==> src/rtl/halfka_feature_extract_sort_assert.svh <==
// assertion macros for the feature extract and sort block
`ifndef HALFKA_FEATURE_EXTRACT_SORT_ASSERT_SVH
`define HALFKA_FEATURE_EXTRACT_SORT_ASSERT_SVH
`ifndef SYNTHESIS
`define HFS_ASSERT_SAME(label, ante, cons) \
  label: assert property (@(posedge clk) disable iff (rst) (ante) |-> (cons)) \
    else $error("assertion failed");
`define HFS_ASSERT_NEXT(label, ante, cons) \
  label: assert property (@(posedge clk) disable iff (rst) (ante) |=> (cons)) \
    else $error("assertion failed");
`else
`define HFS_ASSERT_SAME(label, ante, cons)
`define HFS_ASSERT_NEXT(label, ante, cons)
`endif
`endif

==> src/rtl/hfs_pkg.sv <==
package hfs_pkg;
  localparam int FEAT_W = 16;
  localparam int KING_STRIDE = 704;
  localparam logic [5:0] RANK_FLIP = 6'd56;
  localparam logic [3:0] FIRST_TYPE = 4'd2;
  localparam logic [3:0] LAST_TYPE = 4'd11;
  localparam logic [3:0] EMPTY_CODE = 4'd15;

  typedef enum logic [2:0] {
    S_IDLE, S_KING, S_SCAN, S_FIN, S_EMIT
  } ctrl_state_t;

  typedef enum logic [1:0] {
    L_IDLE, L_RD, L_CMP, L_PUT
  } list_state_t;

  function automatic logic [FEAT_W-1:0] king_base(input logic [5:0] k);
    return FEAT_W'(KING_STRIDE * int'(k));
  endfunction
endpackage

==> src/rtl/hfs_ram.sv <==
module hfs_ram #(
  parameter int WIDTH = 16,
  parameter int DEPTH = 31
) (
  input  logic                     clk,
  input  logic                     we,
  input  logic [$clog2(DEPTH)-1:0] waddr,
  input  logic [WIDTH-1:0]         wdata,
  input  logic [$clog2(DEPTH)-1:0] raddr,
  output logic [WIDTH-1:0]         rdata
);
  logic [WIDTH-1:0] mem [DEPTH];

  always_ff @(posedge clk) begin
    if (we) begin
      mem[waddr] <= wdata;
    end
    rdata <= mem[raddr];
  end
endmodule

==> src/rtl/hfs_list.sv <==
module hfs_list import hfs_pkg::*; #(
  parameter int DEPTH = 31
) (
  input  logic                     clk,
  input  logic                     rst,
  input  logic                     ins_valid,
  input  logic [$clog2(DEPTH)-1:0] ins_pos,
  input  logic [FEAT_W-1:0]        ins_value,
  input  logic [$clog2(DEPTH)-1:0] emit_addr,
  output logic                     ready,
  output logic [FEAT_W-1:0]        rdata
);
  localparam int AW = $clog2(DEPTH);

  list_state_t state, state_next;
  logic [AW-1:0] pos, pos_next;
  logic [FEAT_W-1:0] value;
  logic we;
  logic [AW-1:0] waddr, raddr;
  logic [FEAT_W-1:0] wdata;

  hfs_ram #(.WIDTH(FEAT_W), .DEPTH(DEPTH)) u_ram (
    .clk(clk), .we(we), .waddr(waddr), .wdata(wdata),
    .raddr(raddr), .rdata(rdata)
  );

  always_ff @(posedge clk) begin
    if (rst) begin
      state <= L_IDLE;
    end else begin
      state <= state_next;
    end
    pos <= pos_next;
    if (state == L_IDLE && ins_valid) begin
      value <= ins_value;
    end
  end

  // insertion: walk down from the fill point, moving larger entries up one
  always_comb begin
    state_next = state;
    pos_next = pos;
    we = 1'b0;
    waddr = pos;
    wdata = value;
    raddr = (state == L_RD) ? pos - AW'(1) : emit_addr;
    ready = (state == L_IDLE);
    case (state)
      L_IDLE: begin
        if (ins_valid) begin
          pos_next = ins_pos;
          state_next = (ins_pos == '0) ? L_PUT : L_RD;
        end
      end
      L_RD: state_next = L_CMP;
      L_CMP: begin
        we = 1'b1;
        if (rdata > value) begin
          wdata = rdata;
          pos_next = pos - AW'(1);
          state_next = (pos == AW'(1)) ? L_PUT : L_RD;
        end else begin
          state_next = L_IDLE;
        end
      end
      L_PUT: begin
        we = 1'b1;
        state_next = L_IDLE;
      end
      default: state_next = L_IDLE;
    endcase
  end
endmodule

==> src/rtl/halfka_feature_extract_sort.sv <==
// One position per start pulse; busy drops in the cycle that carries the last result pair.
// Runs a king step and a 64-square scan plus, per feature, an insertion that
// moves each entry larger than it in the slower list up one (one ram read and one write
// per move), then a drain step and the emission of the pairs; each list lives in its own
// one-port-read ram.
// Results appear on result_strobe for exactly one cycle each and cannot be
// held off; the last one carries last_pair. At most MAX_FEATURES pairs.
module halfka_feature_extract_sort import hfs_pkg::*; #(
  parameter int MAX_FEATURES = 31
) (
  input  logic              clk,
  input  logic              rst,
  input  logic              start,
  output logic              busy,
  input  logic [63:0]       board_word_0,
  input  logic [63:0]       board_word_1,
  input  logic [63:0]       board_word_2,
  input  logic [63:0]       board_word_3,
  input  logic [5:0]        white_king_square,
  input  logic [5:0]        black_king_square,
  input  logic              black_to_move,
  output logic              result_strobe,
  output logic [FEAT_W-1:0] mover_feature,
  output logic [FEAT_W-1:0] other_feature,
  output logic              last_pair,
  output logic              bad_piece_code
);
  `include "halfka_feature_extract_sort_assert.svh"

  localparam int AW = $clog2(MAX_FEATURES);
  localparam int NW = $clog2(MAX_FEATURES + 1);

  ctrl_state_t state, state_next;
  logic [255:0] board, board_next;
  logic [5:0] wk, bk, sq, sq_next;
  logic btm;
  logic [NW-1:0] n, n_next;
  logic [AW-1:0] k, k_next;
  logic bad, bad_next, strobe_next, last_next;

  logic ins_valid, mover_ready, other_ready, both_ready;
  logic [FEAT_W-1:0] white_val, black_val, mover_val, other_val;
  logic [3:0] code, wtype, btype;
  logic is_piece, is_bad;

  assign code = board[3:0];
  assign is_piece = (code >= FIRST_TYPE) && (code <= LAST_TYPE);
  assign is_bad = (code > LAST_TYPE) && (code != EMPTY_CODE);
  assign wtype = code - 4'd1;
  // black view swaps colors: odd type drops by two
  assign btype = code - {2'b00, code[0], 1'b0};
  assign both_ready = mover_ready && other_ready;
  assign mover_val = btm ? black_val : white_val;
  assign other_val = btm ? white_val : black_val;
  assign busy = (state != S_IDLE);

  always_comb begin
    if (state == S_KING) begin
      white_val = king_base(wk) + {10'd0, bk};
      black_val = king_base(bk) + {10'd0, wk ^ RANK_FLIP};
    end else begin
      white_val = king_base(wk) + {6'd0, wtype, sq};
      black_val = king_base(bk) + {6'd0, btype, sq ^ RANK_FLIP};
    end
  end

  hfs_list #(.DEPTH(MAX_FEATURES)) u_mover (
    .clk(clk), .rst(rst), .ins_valid(ins_valid), .ins_pos(n[AW-1:0]),
    .ins_value(mover_val), .emit_addr(k), .ready(mover_ready), .rdata(mover_feature)
  );

  hfs_list #(.DEPTH(MAX_FEATURES)) u_other (
    .clk(clk), .rst(rst), .ins_valid(ins_valid), .ins_pos(n[AW-1:0]),
    .ins_value(other_val), .emit_addr(k), .ready(other_ready), .rdata(other_feature)
  );

  always_ff @(posedge clk) begin
    if (rst) begin
      state <= S_IDLE;
      result_strobe <= 1'b0;
      n <= '0;
      bad <= 1'b0;
    end else begin
      state <= state_next;
      result_strobe <= strobe_next;
      n <= n_next;
      bad <= bad_next;
    end
    board <= board_next;
    sq <= sq_next;
    k <= k_next;
    last_pair <= last_next;
    if (state == S_IDLE && start) begin
      wk <= white_king_square;
      bk <= black_king_square;
      btm <= black_to_move;
    end
  end

  assign bad_piece_code = bad;

  always_comb begin
    state_next = state;
    board_next = board;
    sq_next = sq;
    n_next = n;
    k_next = k;
    bad_next = bad;
    strobe_next = 1'b0;
    last_next = 1'b0;
    ins_valid = 1'b0;
    case (state)
      S_IDLE: begin
        if (start) begin
          board_next = {board_word_3, board_word_2, board_word_1, board_word_0};
          sq_next = '0;
          n_next = '0;
          bad_next = 1'b0;
          state_next = S_KING;
        end
      end
      S_KING: begin
        ins_valid = 1'b1;
        n_next = NW'(1);
        state_next = S_SCAN;
      end
      S_SCAN: begin
        if (both_ready) begin
          if (is_piece) begin
            if (n != NW'(MAX_FEATURES)) begin
              ins_valid = 1'b1;
              n_next = n + NW'(1);
            end else begin
              bad_next = 1'b1;
            end
          end
          if (is_bad) begin
            bad_next = 1'b1;
          end
          board_next = board >> 4;
          sq_next = sq + 6'd1;
          if (sq == 6'd63) begin
            state_next = S_FIN;
          end
        end
      end
      S_FIN: begin
        if (both_ready) begin
          k_next = '0;
          state_next = S_EMIT;
        end
      end
      S_EMIT: begin
        strobe_next = 1'b1;
        last_next = (NW'(k) == n - NW'(1));
        if (last_next) begin
          state_next = S_IDLE;
        end else begin
          k_next = k + AW'(1);
        end
      end
      default: state_next = S_IDLE;
    endcase
  end

  `HFS_ASSERT_NEXT(a_accept_busy, start && !busy, busy)
  `HFS_ASSERT_NEXT(a_last_ends, result_strobe && last_pair, !result_strobe)
  `HFS_ASSERT_SAME(a_emit_nonempty, state == S_EMIT, n != '0)
  `HFS_ASSERT_SAME(a_emit_lists_idle, state == S_EMIT, mover_ready && other_ready)
endmodule
==> config.mk <==
export PLATFORM = sky130hd
export DESIGN_NAME = halfka_feature_extract_sort
export DESIGN_NICKNAME = d
export VERILOG_FILES = /design/src/rtl/hfs_pkg.sv /design/src/rtl/hfs_ram.sv /design/src/rtl/hfs_list.sv /design/src/rtl/halfka_feature_extract_sort.sv
export VERILOG_INCLUDE_DIRS = /design/src /design/src/rtl
export SDC_FILE = /design/constraint.sdc
export NUM_CORES = 2
export LEC_CHECK = 0
export BUFFER_PORTS_ARGS = -buffer_cell sky130_fd_sc_hd__clkbuf_2
export CAP_MARGIN = 20
export CORE_MARGIN = 2
export CORE_UTILIZATION = 55
export DETAILED_ROUTE_END_ITERATION = 16
export GPL_TIMING_DRIVEN = 0
export PLACE_DENSITY = 0.73
export REMOVE_ABC_BUFFERS = 1
export SLEW_MARGIN = 10
export SYNTH_ARGS = -nofsm -noshare
export SYNTH_HDL_FRONTEND = slang
export SYNTH_SLANG_ARGS = --single-unit
==> constraint.sdc <==
create_clock -name clk -period 30.6 [get_ports clk]
set_input_delay 3.06 -clock clk [delete_from_list [all_inputs] [get_ports clk]]
set_output_delay 3.06 -clock clk [all_outputs]
set_load 0.05 [all_outputs]
==> qor.tcl <==
set qor(post-place-ws_ns) 25.97
set qor(ioPinCount) 308
set qor(yosysSeqAreaShare_pct) 69.7
set qor(min_delay_src) {board[234]}
set qor(crit_path_max_fanout) 15
set qor(worstMarginPinSlew_ns) 1.12
set qor(cts.clk_slew.worst_paths_ns) 0.06
set qor(worstHoldPathCells) 2
set qor(fill_cells) 7406
set qor(timing.hold.worst.class) {reg2reg}
set qor(critPathKind) {reg2out}
set qor(final_critical_path_setup_slack_ns) 25.49
set qor(final_period_minus_worst_setup_slack_ns) 5.11
set qor(io_buffers) 307
set qor(worst_reg2reg_endpoint) {u_mover.u_ram.rdata[3]}
set qor(cap_viol_max_count) 0
set qor(post_cts_resize_count) 0
set qor(most_frequently_used_flop_master_after_synthesis) {sky130_fd_sc_hd__edfxtp_1}
set qor(grt_pass1_wl_um) 204000
set qor(r2r_cells) 9
set qor(fp.dieArea_um2) 108000
set qor(vias) 34400
set qor(grt_util_all_layers_pct) 25.2
set qor(number_of_nets_in_the_layout) 4744
set qor(rr_startpoint) {u_mover.pos[0]}
set qor(worst_slew_slack_as_a_fraction_of_its_limit_pct) 24.9
set qor(route.detailed.drc) 0
set qor(drt_first_iter_violations) 3180
set qor(grt-ovfl-total) 0
set qor(place.detailed.hpwl_um) 92100
set qor(cells_after_synthesis) 4006
set qor(pwr_density_cell_nw_per_um2) 96.5
set qor(clock_power_share_pct) 25.1
set qor(grt_antenna_before_repair) 6
set qor(synth.cell_area_um2) 58000
set qor(power_frac_comb_pct) 32.5
set qor(die_width_um) 329
set qor(clock_tree.root_cell) {sky130_fd_sc_hd__clkbuf_16}
set qor(ys_async_sr_fraction_pct) 0
set qor(irDropWorstVdd_uv) 54.8
set qor(cellInternalPower_mw) 4.21
set qor(cts_num_sinks) 1361
set qor(setup.worst_path.start_class) {flip-flop}
set qor(postSynthAreaPerCell_um2) 14.5
set qor(chipHeight_um) 329
set qor(detail_route.first_pass.iterations) 6
set qor(outcome) {finished clean}
set qor(switching_share_pct) 35.0
set qor(detail-route-antenna-nets) 0
set qor(post_cts.repair.setup_buffers) 0
set qor(sequentialPowerShare_pct) 42.4
set qor(regToRegSetupSlack_ns) 25.88
set qor(finalClockSkew_ns) 0.0224
set qor(design_power_total_mw) 6.47
set qor(rows) 119
set qor(synth-warning-count) 0
set qor(synth-edff-count) 1314
set qor(min_delay_worst_endpoint) {board[230]}
set qor(setup_tns_ns) 0
set qor(routed_wirelength_um) 137000
set qor(clk-insertion-delay-late_ns) 0.75
set qor(end_kind) {output pin}
set qor(cts-root-to-sink-buffers) 3
set qor(hold_buffers) 0
set qor(pin_count_of_the_biggest_net_entering_global_routing) 83
set qor(p_leak_nw) 25.5
set qor(timing.final.crit_share_pct) 16.7
set qor(vias_per_cell) 5.85
set qor(fmaxAchievable_ghz) 0.196
set qor(post_drt_wl_per_cell_um) 23.3
set qor(cts_tree) {built}
set qor(place_congestion) 0.839
set qor(core-area_um2) 105000
set qor(initial_utilization_pct) 55.2
set qor(drive_gt1_share_pct) 18.7
set qor(rsz0062_at_grt) {false}
set qor(final-hold-violation-count) 0
set qor(setup_viol) 0
set qor(switching_power_mw) 2.26
set qor(synth.ff_latch_count) 1361
set qor(arrival_ns) 2.05
set qor(antennaDiodeCount) 0
set qor(cts-buffers-inserted) 138
set qor(number_of_distinct_library_cells_after_synthesis) 68
set qor(cts.htree.levels) 4
set qor(grt_pass1_vias) 33500
set qor(critical_path_required_ns) 27.54
set qor(area.growth.synth_to_final_pct) 15.8
set qor(final-max-slew-violation-count) 0
[placed cells by master, fill, tap and decap left out, types with 58 or more instances in the layout]
cell / n
sky130_fd_sc_hd__ha_1: 92
sky130_fd_sc_hd__edfxtp_1: 1314
sky130_fd_sc_hd__nand2_1: 826
sky130_fd_sc_hd__inv_1: 99
sky130_fd_sc_hd__a211oi_1: 222
sky130_fd_sc_hd__nor2_1: 95
sky130_fd_sc_hd__clkbuf_16: 140
sky130_fd_sc_hd__nor2_2: 58
sky130_fd_sc_hd__clkbuf_2: 307
sky130_fd_sc_hd__o22ai_1: 65
sky130_fd_sc_hd__mux2i_1: 510
[worst max-delay path, cell delays in order, from the launching register on]
cell and delay [ns]:
sky130_fd_sc_hd__dfxtp_1 0.46, sky130_fd_sc_hd__or3_1 0.51, sky130_fd_sc_hd__clkbuf_2 0.32
[worst max-delay path by stage]
stage	from	slack, ns	endpoint	cells past startpoint
floorplan	state[2]	0.03	board[0]	3
global placement	state[2]	-23.50	board[250]	3
detailed placement	u_mover.pos[0]	25.97	u_mover.u_ram.rdata[3]	9
CTS	state[2]	25.46	busy	2
global route	state[2]	25.43	busy	2
finish	state[2]	25.49	busy	2
[kinds of logic (layout without fill, tap and decap cells)]
logic type                 count (synthesis)  in the layout  synth area share [%]
AOI/OAI and AO/OA                        463            463                  5.94
xor gates and xnor gates                  40             40                 0.604
adders and majority gates                100            100                  2.26
buffers and inverters                    320            797                  2.64
DFF                                     1361           1361                  69.7
muxes                                    568            568                  10.6
and+or+nand+nor                         1154           1154                  8.29
[power by group through the flow]
stage / registers [mW] / clock network (mW) / logic (mW)
floorplan: 2.89 / 0 / 1.30
global placement: 2.96 / 0 / 2.00
detailed placement: 2.78 / 0 / 2.09
CTS: 2.74 / 1.64 / 2.10
global route: 2.76 / 1.72 / 2.26
finish: 2.74 / 1.62 / 2.11
[cell usage after synthesis (all sizes together), types with 9 or more instances]
library cell	count	area, um2
nor2b	19	119
xor2	22	193
ha	92	1150
nor3b	15	140
mux2i	515	5170
nand2	828	3110
edfxtp	1314	39500
o21ai	51	263
dfxtp	47	941
a2111oi	33	429
nand3	23	115
mux4	32	721
nor3	19	95.1
nand4	9	56.3
and3	38	238
a21oi	38	190
xnor2	18	158
o22ai	65	407
mux2	21	240
inv	99	372
clkbuf	124	465
a21o	12	97.6
nor2	153	577
a211oi	233	1800
nand2b	14	95.1
buf	97	696
[per-stage QoR]
| stage | hold slack, ns | std cells | util [%] | cell area [um2] |
|---|---|---|---|---|
| after floorplan | 0.484 | 3785 | - | 56800 |
| after global placement | 0.484 | 5483 | 57.2 | 60100 |
| after detailed placement | 0.491 | 5621 | 59.8 | 62700 |
| after CTS | 0.502 | 5872 | 63.9 | 67100 |
| after global routing | 0.522 | 5874 | 63.9 | 67100 |
| final | 0.502 | 5874 | 63.9 | 67100 |
[area by class of cell]
type                       count  area, um2  area share [%]
multi-input combinational   2325      16500            24.6
timing repair buffer         447       3700            5.51
clock buffer                 189       3820            5.69
sequential                  1361      40400            60.2
clock inverter                62        557           0.830
tap                         1391       1740            2.59
inverter                      99        372           0.554
[registers in the layout, indices dropped and copies added, names as in the netlist, 6 cells and up]
signal / cells
u_other.u_ram.mem: 496
u_mover.value: 16
wk: 6
u_other.u_ram.rdata: 16
bk: 6
u_other.value: 16
board: 256
sq: 6
u_mover.u_ram.mem: 496
u_mover.u_ram.rdata: 16
[routing by layer]
layer  share of wire [%]  up-vias  global-route usage (%)
met4                 3.5        8                    9.02
met1                  40    16900                    34.7
li1                    -    15700                       -
met3                 9.5      294                    6.05
met2                  47     1482                    39.4
met5               0.040        -                       0
Power figures use the tool's default switching activity.
